`config.mk`:
```
export PLATFORM = sky130hd
export DESIGN_NAME = rsa_encrypt_decrypt_top
export DESIGN_NICKNAME = d
export VERILOG_FILES = /design/src/hdl/rsa_pkg.sv /design/src/hdl/rsa_modmul.sv /design/src/hdl/rsa_keygen.sv /design/src/hdl/rsa_modexp.sv /design/src/hdl/rsa_encrypt_decrypt_top.sv
export SDC_FILE = /design/constraint.sdc
export NUM_CORES = 2
export LEC_CHECK = 0
export ABC_AREA = 1
export BUFFER_PORTS_ARGS = -buffer_cell sky130_fd_sc_hd__buf_2
export CAP_MARGIN = 10
export CORE_ASPECT_RATIO = 0.9
export CORE_UTILIZATION = 40
export CTS_BUF_LIST = sky130_fd_sc_hd__clkbuf_4 sky130_fd_sc_hd__clkbuf_8
export CTS_CLUSTER_SIZE = 30
export DETAILED_ROUTE_END_ITERATION = 8
export SLEW_MARGIN = 15
export SYNTH_ARGS = -nofsm -noshare
export SYNTH_HDL_FRONTEND = slang
export SYNTH_HIERARCHICAL = 1
export SYNTH_SLANG_ARGS = --single-unit
```
`constraint.sdc`:
```
create_clock -name clk_i -period 17.9 [get_ports clk_i]
set_input_delay 1.79 -clock clk_i [delete_from_list [all_inputs] [get_ports clk_i]]
set_output_delay 1.79 -clock clk_i [all_outputs]
set_load 0.05 [all_outputs]
```
`src/hdl/rsa_pkg.sv`:
```
// Shared constants and types for the textbook RSA engine.
// No dependencies; imported by every rsa_* module.
package rsa_pkg;

  localparam int unsigned PRIME_WIDTH = 16;                 // significant bits of each prime
  localparam int unsigned KEY_W       = 32;                 // modulus, exponents, message
  localparam int unsigned CFG_PRIME_W = 16;                 // prime register width
  localparam int unsigned SGN_W       = KEY_W + 3;          // Bezout coefficient width
  localparam int unsigned CNT_W       = $clog2(KEY_W);
  localparam int unsigned PCNT_W      = $clog2(PRIME_WIDTH);
  localparam int unsigned ADDR_W      = 4;
  localparam int unsigned DATA_W      = 32;

  localparam logic [CNT_W-1:0]  CNT_MAX    = CNT_W'(KEY_W - 1);
  localparam logic [PCNT_W-1:0] PCNT_MAX   = PCNT_W'(PRIME_WIDTH - 1);
  localparam logic [KEY_W-1:0]  PRIME_MASK = KEY_W'((64'd1 << PRIME_WIDTH) - 64'd1);

  localparam logic [CFG_PRIME_W-1:0] RESET_PRIME_P = CFG_PRIME_W'(73);
  localparam logic [CFG_PRIME_W-1:0] RESET_PRIME_Q = CFG_PRIME_W'(227);
  localparam logic [KEY_W-1:0]       RESET_PUB_EXP = KEY_W'(29);

  // register indexes (byte address = 4 * index)
  localparam logic [1:0] REG_PRIME_P = 2'd0;
  localparam logic [1:0] REG_PRIME_Q = 2'd1;
  localparam logic [1:0] REG_PUB_EXP = 2'd2;

  localparam logic MODE_ENCRYPT = 1'b0;
  localparam logic MODE_DECRYPT = 1'b1;

  // key derivation status toward the top level
  typedef struct packed {
    logic             busy;
    logic             inv_missing;
    logic [KEY_W-1:0] modulus;
    logic [KEY_W-1:0] priv_exp;
  } keys_t;

  // one exponentiation request
  typedef struct packed {
    logic [KEY_W-1:0] message;
    logic [KEY_W-1:0] exponent;
    logic [KEY_W-1:0] modulus;
    logic             zero;      // answer 0 without computing
  } exp_req_t;

endpackage

```
`src/hdl/rsa_modmul.sv`:
```
// Bit-serial modular multiplier: a * b mod n, one bit of a per cycle, MSB first.
// Requires b < n. Depends on rsa_pkg.
module rsa_modmul import rsa_pkg::*; (
  input  logic             clk_i,
  input  logic             rst_ni,
  input  logic             start_i,
  input  logic [KEY_W-1:0] a_i,
  input  logic [KEY_W-1:0] b_i,
  input  logic [KEY_W-1:0] n_i,
  output logic             done_o,
  output logic [KEY_W-1:0] prod_o
);

  logic             busy_q, done_q;
  logic [CNT_W-1:0] cnt_q;
  logic [KEY_W-1:0] x_q, y_q, n_q, z_q;
  logic [KEY_W:0]   n2_q;
  logic [KEY_W+1:0] t_sum, t_n1, t_n2, t_sel;

  // z < n and y < n, so 2z + y < 3n: at most two subtractions of n
  assign t_sum = {1'b0, z_q, 1'b0} + (x_q[KEY_W-1] ? {2'b00, y_q} : '0);
  assign t_n1  = {2'b00, n_q};
  assign t_n2  = {1'b0, n2_q};

  always_comb begin
    if (t_sum >= t_n2) begin
      t_sel = t_sum - t_n2;
    end else if (t_sum >= t_n1) begin
      t_sel = t_sum - t_n1;
    end else begin
      t_sel = t_sum;
    end
  end

  always_ff @(posedge clk_i or negedge rst_ni) begin
    if (!rst_ni) begin
      busy_q <= 1'b0;
      done_q <= 1'b0;
      cnt_q  <= '0;
    end else begin
      done_q <= 1'b0;
      if (start_i) begin
        busy_q <= 1'b1;
        cnt_q  <= '0;
      end else if (busy_q) begin
        cnt_q <= cnt_q + 1'b1;
        if (cnt_q == CNT_MAX) begin
          busy_q <= 1'b0;
          done_q <= 1'b1;
        end
      end
    end
  end

  always_ff @(posedge clk_i) begin
    if (start_i) begin
      x_q  <= a_i;
      y_q  <= b_i;
      n_q  <= n_i;
      n2_q <= {n_i, 1'b0};
      z_q  <= '0;
    end else if (busy_q) begin
      z_q <= t_sel[KEY_W-1:0];
      x_q <= {x_q[KEY_W-2:0], 1'b0};
    end
  end

  assign done_o = done_q;
  assign prod_o = z_q;

endmodule

```
`src/hdl/rsa_keygen.sv`:
```
// Key derivation: n = p*q and phi by shift-add, then d = e^-1 mod phi by the
// extended Euclidean algorithm with a bit-serial divider. Depends on rsa_pkg.
module rsa_keygen import rsa_pkg::*; (
  input  logic                   clk_i,
  input  logic                   rst_ni,
  input  logic                   start_i,
  input  logic [CFG_PRIME_W-1:0] prime_p_i,
  input  logic [CFG_PRIME_W-1:0] prime_q_i,
  input  logic [KEY_W-1:0]       pub_exp_i,
  output keys_t                  keys_o
);

  typedef enum logic [2:0] {KG_IDLE, KG_MUL, KG_DIV, KG_FIN, KG_FIX} kg_state_e;

  kg_state_e         state_q;
  logic [PCNT_W-1:0] pcnt_q;
  logic [CNT_W-1:0]  cnt_q;
  logic [KEY_W-1:0]  modulus_q, priv_q;
  logic              inv_q;

  logic [KEY_W-1:0] mc_n_q, mpl_n_q, acc_n_q, mc_phi_q, mpl_phi_q, acc_phi_q;
  logic             zero_q;
  logic [KEY_W-1:0] phi_q, old_r_q, r_q, rem_q, dvd_q;
  logic signed [SGN_W-1:0] old_s_q, s_q, prod_q;

  logic [KEY_W-1:0] p_m, q_m, acc_n_sum, acc_phi_sum, phi_val, rem_step;
  logic [KEY_W:0]   rem_sh;
  logic             ge;
  logic signed [SGN_W-1:0] prod_step, new_s, phi_s, fold_s;

  assign p_m = KEY_W'(prime_p_i) & PRIME_MASK;
  assign q_m = KEY_W'(prime_q_i) & PRIME_MASK;

  assign acc_n_sum   = acc_n_q + (mpl_n_q[0] ? mc_n_q : '0);
  assign acc_phi_sum = acc_phi_q + (mpl_phi_q[0] ? mc_phi_q : '0);
  assign phi_val     = zero_q ? '0 : acc_phi_sum;

  // restoring division of old_r by r; quotient*s built by Horner alongside
  assign rem_sh    = {rem_q, dvd_q[KEY_W-1]};
  assign ge        = rem_sh >= {1'b0, r_q};
  assign rem_step  = ge ? KEY_W'(rem_sh - {1'b0, r_q}) : rem_sh[KEY_W-1:0];
  assign prod_step = (prod_q <<< 1) + (ge ? s_q : '0);
  assign new_s     = old_s_q - prod_step;

  assign phi_s  = $signed({{(SGN_W-KEY_W){1'b0}}, phi_q});
  assign fold_s = old_s_q[SGN_W-1] ? old_s_q + phi_s : old_s_q;

  always_ff @(posedge clk_i or negedge rst_ni) begin
    if (!rst_ni) begin
      state_q   <= KG_IDLE;
      pcnt_q    <= '0;
      cnt_q     <= '0;
      modulus_q <= '0;
      priv_q    <= '0;
      inv_q     <= 1'b0;
    end else if (start_i) begin
      state_q <= KG_MUL;
      pcnt_q  <= '0;
    end else begin
      unique case (state_q)
        KG_IDLE: ;
        KG_MUL: begin
          pcnt_q <= pcnt_q + 1'b1;
          if (pcnt_q == PCNT_MAX) begin
            modulus_q <= acc_n_sum;
            cnt_q     <= '0;
            if (phi_val == '0) begin
              priv_q  <= '0;
              inv_q   <= 1'b1;
              state_q <= KG_IDLE;
            end else begin
              state_q <= KG_DIV;
            end
          end
        end
        KG_DIV: begin
          cnt_q <= cnt_q + 1'b1;
          if (cnt_q == CNT_MAX && rem_step == '0) begin
            state_q <= KG_FIN;
          end
        end
        KG_FIN: begin
          if (old_r_q == KEY_W'(1)) begin
            state_q <= KG_FIX;
          end else begin
            priv_q  <= '0;
            inv_q   <= 1'b1;
            state_q <= KG_IDLE;
          end
        end
        KG_FIX: begin
          // old_s already folded into [0, phi]; phi itself maps to 0
          priv_q  <= (old_s_q >= phi_s) ? KEY_W'(old_s_q - phi_s) : old_s_q[KEY_W-1:0];
          inv_q   <= 1'b0;
          state_q <= KG_IDLE;
        end
        default: state_q <= KG_IDLE;
      endcase
    end
  end

  always_ff @(posedge clk_i) begin
    if (start_i) begin
      mc_n_q    <= p_m;
      mpl_n_q   <= q_m;
      mc_phi_q  <= p_m - 1'b1;
      mpl_phi_q <= q_m - 1'b1;
      acc_n_q   <= '0;
      acc_phi_q <= '0;
      zero_q    <= (p_m == '0) || (q_m == '0);
    end else begin
      case (state_q)
        KG_MUL: begin
          acc_n_q   <= acc_n_sum;
          acc_phi_q <= acc_phi_sum;
          mc_n_q    <= {mc_n_q[KEY_W-2:0], 1'b0};
          mc_phi_q  <= {mc_phi_q[KEY_W-2:0], 1'b0};
          mpl_n_q   <= {1'b0, mpl_n_q[KEY_W-1:1]};
          mpl_phi_q <= {1'b0, mpl_phi_q[KEY_W-1:1]};
          if (pcnt_q == PCNT_MAX) begin
            phi_q   <= phi_val;
            old_r_q <= pub_exp_i;
            r_q     <= phi_val;
            old_s_q <= SGN_W'(1);
            s_q     <= '0;
            dvd_q   <= pub_exp_i;
            rem_q   <= '0;
            prod_q  <= '0;
          end
        end
        KG_DIV: begin
          if (cnt_q == CNT_MAX) begin
            old_r_q <= r_q;
            r_q     <= rem_step;
            old_s_q <= s_q;
            s_q     <= new_s;
            dvd_q   <= r_q;
            rem_q   <= '0;
            prod_q  <= '0;
          end else begin
            rem_q  <= rem_step;
            prod_q <= prod_step;
            dvd_q  <= {dvd_q[KEY_W-2:0], 1'b0};
          end
        end
        KG_FIN: old_s_q <= fold_s;
        default: ;
      endcase
    end
  end

  assign keys_o.busy        = (state_q != KG_IDLE);
  assign keys_o.inv_missing = inv_q;
  assign keys_o.modulus     = modulus_q;
  assign keys_o.priv_exp    = priv_q;

endmodule

```
`src/hdl/rsa_modexp.sv`:
```
// Modular exponentiation by right-to-left square and multiply, using two
// bit-serial multipliers in parallel. Depends on rsa_pkg and rsa_modmul.
module rsa_modexp import rsa_pkg::*; (
  input  logic             clk_i,
  input  logic             rst_ni,
  input  logic             start_i,
  input  exp_req_t         req_i,
  output logic             idle_o,
  output logic             res_valid_o,
  input  logic             res_ready_i,
  output logic [KEY_W-1:0] result_o
);

  typedef enum logic [1:0] {ME_IDLE, ME_REDUCE, ME_EXP, ME_DONE} me_state_e;

  me_state_e        state_q;
  logic [CNT_W-1:0] cnt_q;
  logic [KEY_W-1:0] result_q;
  logic [KEY_W-1:0] acc_q, exp_q, n_q, one_q;

  logic             mm_start, mm0_done, mm1_done, mm_done;
  logic [KEY_W-1:0] mm0_a, mm0_b, mm1_a, mm1_b, mm_n, mm0_prod, mm1_prod;
  logic [KEY_W-1:0] one_init, acc_upd;

  // both multipliers start together, so they finish together
  assign mm_done = mm0_done && mm1_done;

  // 1 mod n
  assign one_init = (req_i.modulus == KEY_W'(1)) ? '0 : KEY_W'(1);
  assign acc_upd  = exp_q[0] ? mm0_prod : acc_q;

  always_comb begin
    mm_start = 1'b0;
    mm0_a    = req_i.message;
    mm0_b    = one_init;
    mm1_a    = mm0_prod;
    mm1_b    = mm0_prod;
    mm_n     = n_q;
    case (state_q)
      ME_IDLE: begin
        // message * 1 mod n reduces the message
        mm_start = start_i && !req_i.zero;
        mm_n     = req_i.modulus;
      end
      ME_REDUCE: begin
        mm_start = mm_done;
        mm0_a    = one_q;
        mm0_b    = mm0_prod;
      end
      ME_EXP: begin
        mm_start = mm_done && (cnt_q != CNT_MAX);
        mm0_a    = acc_upd;
        mm0_b    = mm1_prod;
        mm1_a    = mm1_prod;
        mm1_b    = mm1_prod;
      end
      default: ;
    endcase
  end

  rsa_modmul u_mul_acc (
    .clk_i   (clk_i),
    .rst_ni  (rst_ni),
    .start_i (mm_start),
    .a_i     (mm0_a),
    .b_i     (mm0_b),
    .n_i     (mm_n),
    .done_o  (mm0_done),
    .prod_o  (mm0_prod)
  );

  rsa_modmul u_mul_sqr (
    .clk_i   (clk_i),
    .rst_ni  (rst_ni),
    .start_i (mm_start),
    .a_i     (mm1_a),
    .b_i     (mm1_b),
    .n_i     (mm_n),
    .done_o  (mm1_done),
    .prod_o  (mm1_prod)
  );

  always_ff @(posedge clk_i or negedge rst_ni) begin
    if (!rst_ni) begin
      state_q  <= ME_IDLE;
      cnt_q    <= '0;
      result_q <= '0;
    end else begin
      unique case (state_q)
        ME_IDLE: begin
          if (start_i) begin
            if (req_i.zero) begin
              result_q <= '0;
              state_q  <= ME_DONE;
            end else begin
              state_q <= ME_REDUCE;
            end
          end
        end
        ME_REDUCE: begin
          if (mm_done) begin
            cnt_q   <= '0;
            state_q <= ME_EXP;
          end
        end
        ME_EXP: begin
          if (mm_done) begin
            cnt_q <= cnt_q + 1'b1;
            if (cnt_q == CNT_MAX) begin
              result_q <= acc_upd;
              state_q  <= ME_DONE;
            end
          end
        end
        ME_DONE: begin
          if (res_ready_i) begin
            state_q <= ME_IDLE;
          end
        end
        default: state_q <= ME_IDLE;
      endcase
    end
  end

  always_ff @(posedge clk_i) begin
    case (state_q)
      ME_IDLE: begin
        if (start_i) begin
          n_q   <= req_i.modulus;
          one_q <= one_init;
          exp_q <= req_i.exponent;
        end
      end
      ME_REDUCE: begin
        if (mm_done) begin
          acc_q <= one_q;
        end
      end
      ME_EXP: begin
        if (mm_done) begin
          acc_q <= acc_upd;
          exp_q <= {1'b0, exp_q[KEY_W-1:1]};
        end
      end
      default: ;
    endcase
  end

  assign idle_o      = (state_q == ME_IDLE);
  assign res_valid_o = (state_q == ME_DONE);
  assign result_o    = result_q;

endmodule

```
`src/hdl/rsa_encrypt_decrypt_top.sv`:
```
// Textbook RSA engine. After reset and after every write to a prime or the
// public exponent, the block derives n = p*q and d = e^-1 mod (p-1)(q-1)
// by a bit-serial Euclid (at most about 50 steps for 32-bit values), and no
// request is accepted meanwhile. Each request then takes one modular multiply
// to reduce the message plus 32 rounds of square and multiply on bit-serial
// modular multipliers that retire one multiplier bit per cycle (the square
// and the multiply run side by side). Decrypt with a missing inverse, or
// n = 0, skips the computation: the engine goes straight to its done state
// and hands a zero result to the output register. One request is in work
// at a time; a new one is taken while the previous response waits in the
// output register.
// Depends on rsa_pkg, rsa_keygen, rsa_modexp.
module rsa_encrypt_decrypt_top import rsa_pkg::*; (
  input  logic              clk_i,
  input  logic              rst_ni,
  // configuration
  input  logic              psel,
  input  logic              penable,
  input  logic              pwrite,
  input  logic [ADDR_W-1:0] paddr,
  input  logic [DATA_W-1:0] pwdata,
  output logic [DATA_W-1:0] prdata,
  output logic              pready,
  // request channel
  input  logic              in_valid_i,
  output logic              in_ready_o,
  input  logic              mode_i,
  input  logic [KEY_W-1:0]  message_i,
  // response channel
  output logic              out_valid_o,
  input  logic              out_ready_i,
  output logic [KEY_W-1:0]  result_o,
  output logic              key_error_o
);

  logic [CFG_PRIME_W-1:0] prime_p_q, prime_q_q;
  logic [KEY_W-1:0]       pub_exp_q;
  logic                   derive_q;
  logic                   out_valid_q, key_error_q, kerr_q;
  logic [KEY_W-1:0]       result_q;

  logic       cfg_wr, cfg_known, in_acc;
  logic [1:0] cfg_idx;
  keys_t      keys;
  exp_req_t   req;
  logic       eng_idle, eng_valid, eng_ready;
  logic [KEY_W-1:0] eng_result;

  assign pready  = 1'b1;
  assign cfg_wr  = psel && penable && pwrite && pready;
  assign cfg_idx = paddr[3:2];

  always_comb begin
    unique case (cfg_idx)
      REG_PRIME_P: begin
        cfg_known = 1'b1;
        prdata    = DATA_W'(prime_p_q);
      end
      REG_PRIME_Q: begin
        cfg_known = 1'b1;
        prdata    = DATA_W'(prime_q_q);
      end
      REG_PUB_EXP: begin
        cfg_known = 1'b1;
        prdata    = DATA_W'(pub_exp_q);
      end
      default: begin
        cfg_known = 1'b0;
        prdata    = '0;
      end
    endcase
  end

  always_ff @(posedge clk_i or negedge rst_ni) begin
    if (!rst_ni) begin
      prime_p_q <= RESET_PRIME_P;
      prime_q_q <= RESET_PRIME_Q;
      pub_exp_q <= RESET_PUB_EXP;
      derive_q  <= 1'b1;
    end else begin
      derive_q <= cfg_wr && cfg_known;
      if (cfg_wr) begin
        unique case (cfg_idx)
          REG_PRIME_P: prime_p_q <= pwdata[CFG_PRIME_W-1:0];
          REG_PRIME_Q: prime_q_q <= pwdata[CFG_PRIME_W-1:0];
          REG_PUB_EXP: pub_exp_q <= pwdata[KEY_W-1:0];
          default: ;
        endcase
      end
    end
  end

  rsa_keygen u_keygen (
    .clk_i     (clk_i),
    .rst_ni    (rst_ni),
    .start_i   (derive_q),
    .prime_p_i (prime_p_q),
    .prime_q_i (prime_q_q),
    .pub_exp_i (pub_exp_q),
    .keys_o    (keys)
  );

  assign in_ready_o = !derive_q && !keys.busy && eng_idle;
  assign in_acc     = in_valid_i && in_ready_o;

  assign req.message  = message_i;
  assign req.exponent = (mode_i == MODE_DECRYPT) ? keys.priv_exp : pub_exp_q;
  assign req.modulus  = keys.modulus;
  assign req.zero     = (keys.modulus == '0) ||
                        ((mode_i == MODE_DECRYPT) && keys.inv_missing);

  rsa_modexp u_modexp (
    .clk_i       (clk_i),
    .rst_ni      (rst_ni),
    .start_i     (in_acc),
    .req_i       (req),
    .idle_o      (eng_idle),
    .res_valid_o (eng_valid),
    .res_ready_i (eng_ready),
    .result_o    (eng_result)
  );

  assign eng_ready = !out_valid_q || out_ready_i;

  always_ff @(posedge clk_i) begin
    if (in_acc) begin
      kerr_q <= (mode_i == MODE_DECRYPT) && keys.inv_missing;
    end
    if (eng_valid && eng_ready) begin
      result_q    <= eng_result;
      key_error_q <= kerr_q;
    end
  end

  always_ff @(posedge clk_i or negedge rst_ni) begin
    if (!rst_ni) begin
      out_valid_q <= 1'b0;
    end else if (eng_valid && eng_ready) begin
      out_valid_q <= 1'b1;
    end else if (out_ready_i) begin
      out_valid_q <= 1'b0;
    end
  end

  assign out_valid_o = out_valid_q;
  assign result_o    = result_q;
  assign key_error_o = key_error_q;

`ifndef NO_ASSERTIONS
  // an accepted request occupies the engine
  a_busy_after_accept: assert property (@(posedge clk_i) disable iff (!rst_ni)
    in_acc |=> !in_ready_o)
    else $error("request accepted while engine busy");

  // a key change blocks requests until derivation ends
  a_cfg_blocks: assert property (@(posedge clk_i) disable iff (!rst_ni)
    cfg_wr && cfg_known |=> !in_ready_o)
    else $error("request window open during key derivation");

  // a key error always carries a zero result
  a_kerr_zero: assert property (@(posedge clk_i) disable iff (!rst_ni)
    out_valid_o && key_error_o |-> result_o == '0)
    else $error("key error with nonzero result");

  // the engine hands over a result only into a free output slot
  a_no_overwrite: assert property (@(posedge clk_i) disable iff (!rst_ni)
    out_valid_q && !out_ready_i && eng_valid |=> $stable(result_q))
    else $error("pending response overwritten");
`endif

endmodule
```
==> results.toml <==
[clocking]
cts_root_buf = "clkbuf_8"
post-cts-setup-buffers = 0
ctsLongestPathBuffers = 3
cts-hold-fix-buffers = 0
cts_tree = "built"
path_clk_slew_ns = 0.06
ctsHtreeMaxLevel = 4
worstSkewPairLatency_ns = 0.96
cts_sinks = 1024
cts_buffers = 181
cts_resized = 0

[logic_synthesis]
synth_nets = 10000
ys_types = 76
synth_edf_count = 684
synth_flop_cell = "edfxtp_1"
synth_warnings = 6
synth_area_per_cell_sq_um = 7.40
async_reset_ff_share_pct = 19.1
syn_inst = 9516
yosysSeqAreaShare_pct = 40.3
synth_area_sq_um = 70400
ys_ff_latch = 1024

[sta]
post-route-period-util_pct = 43.9
period_needed_ns = 7.86
fin_skew_ns = 0.0693
fmaxAchievable_mhz = 127
finalHoldViolCount = 0
relSlewSlack_pct = 5.72
setup_tns_ns = 0
tightest_slew_ns = 1.40
drv_slew = 0
finalSetupViolations = 0
rsz0062_at_grt = "false"

[floorplan]
start_util_pct = 40.4
ioPinCount = 144
core_sq_um = 174000
die_y_microns = 400
fp.dieW_microns = 444
fp-row-count = 145
die_area_sq_um = 178000

[global_route]
overflow = 0
grt_pass1_wl_microns = 376000
grt_max_degree = 95
grt_usage_pct = 27.8
grt_pass1_vias = 60700
antenna_found_initial = 7

[power]
p_leak_nw = 36.7
power_density_nw_per_um2 = 182
power_mw = 14.1
peakVddDrop_uv = 116

[setup_path]
cp-end-kind = "flop"
crit_buf_inv = 4
slowest_delay_ns = 0.52
worst_setup_path_start_kind = "flop"
worstPathArrival_ns = 8.56
cp_top_family = "simple AND/OR/NAND/NOR gates"
required_ns = 18.60
path_class = "flop to flop"
cp_common_cell = "nand2_1"
cp_slowest_cell = "nand2_4"
crit_fanout = 39

[detailed_routing]
drt_iter0_drc = 6162
routedWlPerCell_microns = 21.0
post-route-drc-count = 0
firstDrtPassIters = 6
vias = 64400
via_per_inst = 5.34
finalWirelength_microns = 253000
ant_nets = 0

[placement]
gp_congestion = 0.987
dp_hpwl_microns = 199000
placed_area_sq_um = 73200
numPortBuffers = 140

[layout]
fin_nets = 10100
top_regs = "u_keygen/old_s_q x35, u_keygen/s_q x35, u_keygen/prod_q x34"
syn_to_final_growth_pct = 9.94
drive_gt1_share_pct = 7.10
fill_cells = 18000
fin_area_sq_um = 77400
regArea_sq_um = 28300
multiInputGateArea_sq_um = 35800

[job]
drv_cap = 0

[outcome]
outcome = "finished, final reports clean"

[min_path]
min_path_type = "flop to flop"
where the power goes:
group	switching [mW]	total [mW]	internal (mW)	leakage, nW
Combinational	5.77	8.16	2.38	24.2
Sequential	0.361	3.41	3.05	10.4
Clock	1.07	2.50	1.43	2.16
Total	7.20	14.1	6.86	36.7
kinds of logic (layout without fill, tap and decap cells):
group                    after synthesis  count (layout)  synth area share [%]
XOR/XNOR                             253             253                  3.15
multiplexers                           3               3                0.0427
other                                  1              11               0.00533
flip-flops                          1024            1024                  40.3
buffers and inverters               1613            1872                  8.97
AND/OR/NAND/NOR                     4383            4383                  25.5
adder cells (fa/ha/maj)              438             438                  7.92
AO/OA/AOI/OAI                       1801            1801                  14.1
cell usage in the layout (no fill, tap or decap), drive strengths merged, types with 5 or more instances in the layout:
cell type,instances
diode,10
a211oi,11
clkinv,60
o31ai,5
nor3,109
fa,13
dfrtp,183
a31oi,47
o211ai,23
buf,206
o22ai,38
nand4,83
a22o,8
o21a,19
dfstp,13
nand3,419
a21o,29
clkinvlp,5
and3,10
clkbuf,256
ha,425
dfxtp,144
nor2,852
o221ai,6
nand3b,54
inv,1325
a21boi,35
o21bai,55
edfxtp,684
a21oi,723
a32o,19
or2,31
nor4,29
and2,6
nand2,2784
o21ai,771
xor2,190
xnor2,63
bufinv,20
per-layer routing:
layer / GRT usage, % / routed length [microns]
met1: 36.6 / 110000
met2: 45.9 / 116000
met3: 3.30 / 14900
met4: 12.3 / 11900
met5: 0 / 0
Yosys cell counts (65+ instances only):
| library cell | number | area (sq um) |
|---|---|---|
| nand2_1 | 2745 | 10300 |
| edfxtp_1 | 684 | 20500 |
| nand3_1 | 412 | 2060 |
| nand4_1 | 81 | 507 |
| o21ai_0 | 683 | 3420 |
| dfxtp_1 | 144 | 2880 |
| dfrtp_1 | 183 | 4580 |
| ha_1 | 425 | 5320 |
| o21ai_1 | 65 | 325 |
| clkbuf_1 | 173 | 649 |
| inv_1 | 1310 | 4920 |
| nor3_1 | 108 | 541 |
| nor2_1 | 841 | 3160 |
| xor2_1 | 190 | 1660 |
| a21oi_1 | 708 | 3540 |
final timing paths:
kind / from / end / slack, ns / cells after the start
setup / recovery: u_keygen/rem_q[9] / u_keygen/s_q[34] / 10.04 / 34
hold / removal: kerr_q / key_error_o / 0.43 / 0
hold reg to reg: kerr_q / key_error_o / 0.43 / 0
min in group asynchronous: rst_ni / u_modexp/result_o[1] / 0.83 / 1
setup reg to reg: u_keygen/rem_q[9] / u_keygen/s_q[34] / 10.04 / 34
max in group asynchronous: rst_ni / u_modexp/result_o[15] / 14.68 / 3
per-stage QoR:
stage | utilization [%] | hold slack (ns) | worst slack [ns] | instances
after floorplan | - | 0.400 | 6.95 | 9516
after global placement | 42.0 | 0.406 | 10.24 | 11700
after detailed placement | 42.0 | 0.421 | 10.21 | 11700
after CTS | 44.4 | 0.433 | 10.15 | 12100
after global routing | 44.4 | 0.431 | 9.43 | 12100
final | 44.4 | 0.428 | 10.04 | 12100
cell type report:
cell class,count,area share (%)
Timing Repair Buffer,206,1.59
Sequential cell,1024,36.6
Tap cell,2278,3.68
Clock buffer,256,4.08
Inverter,1328,6.46
Clock inverter,82,1.24
Multi-Input combinational cell,6879,46.3
Antenna cell,10,0.0323
(Power assumes the default switching activity.)
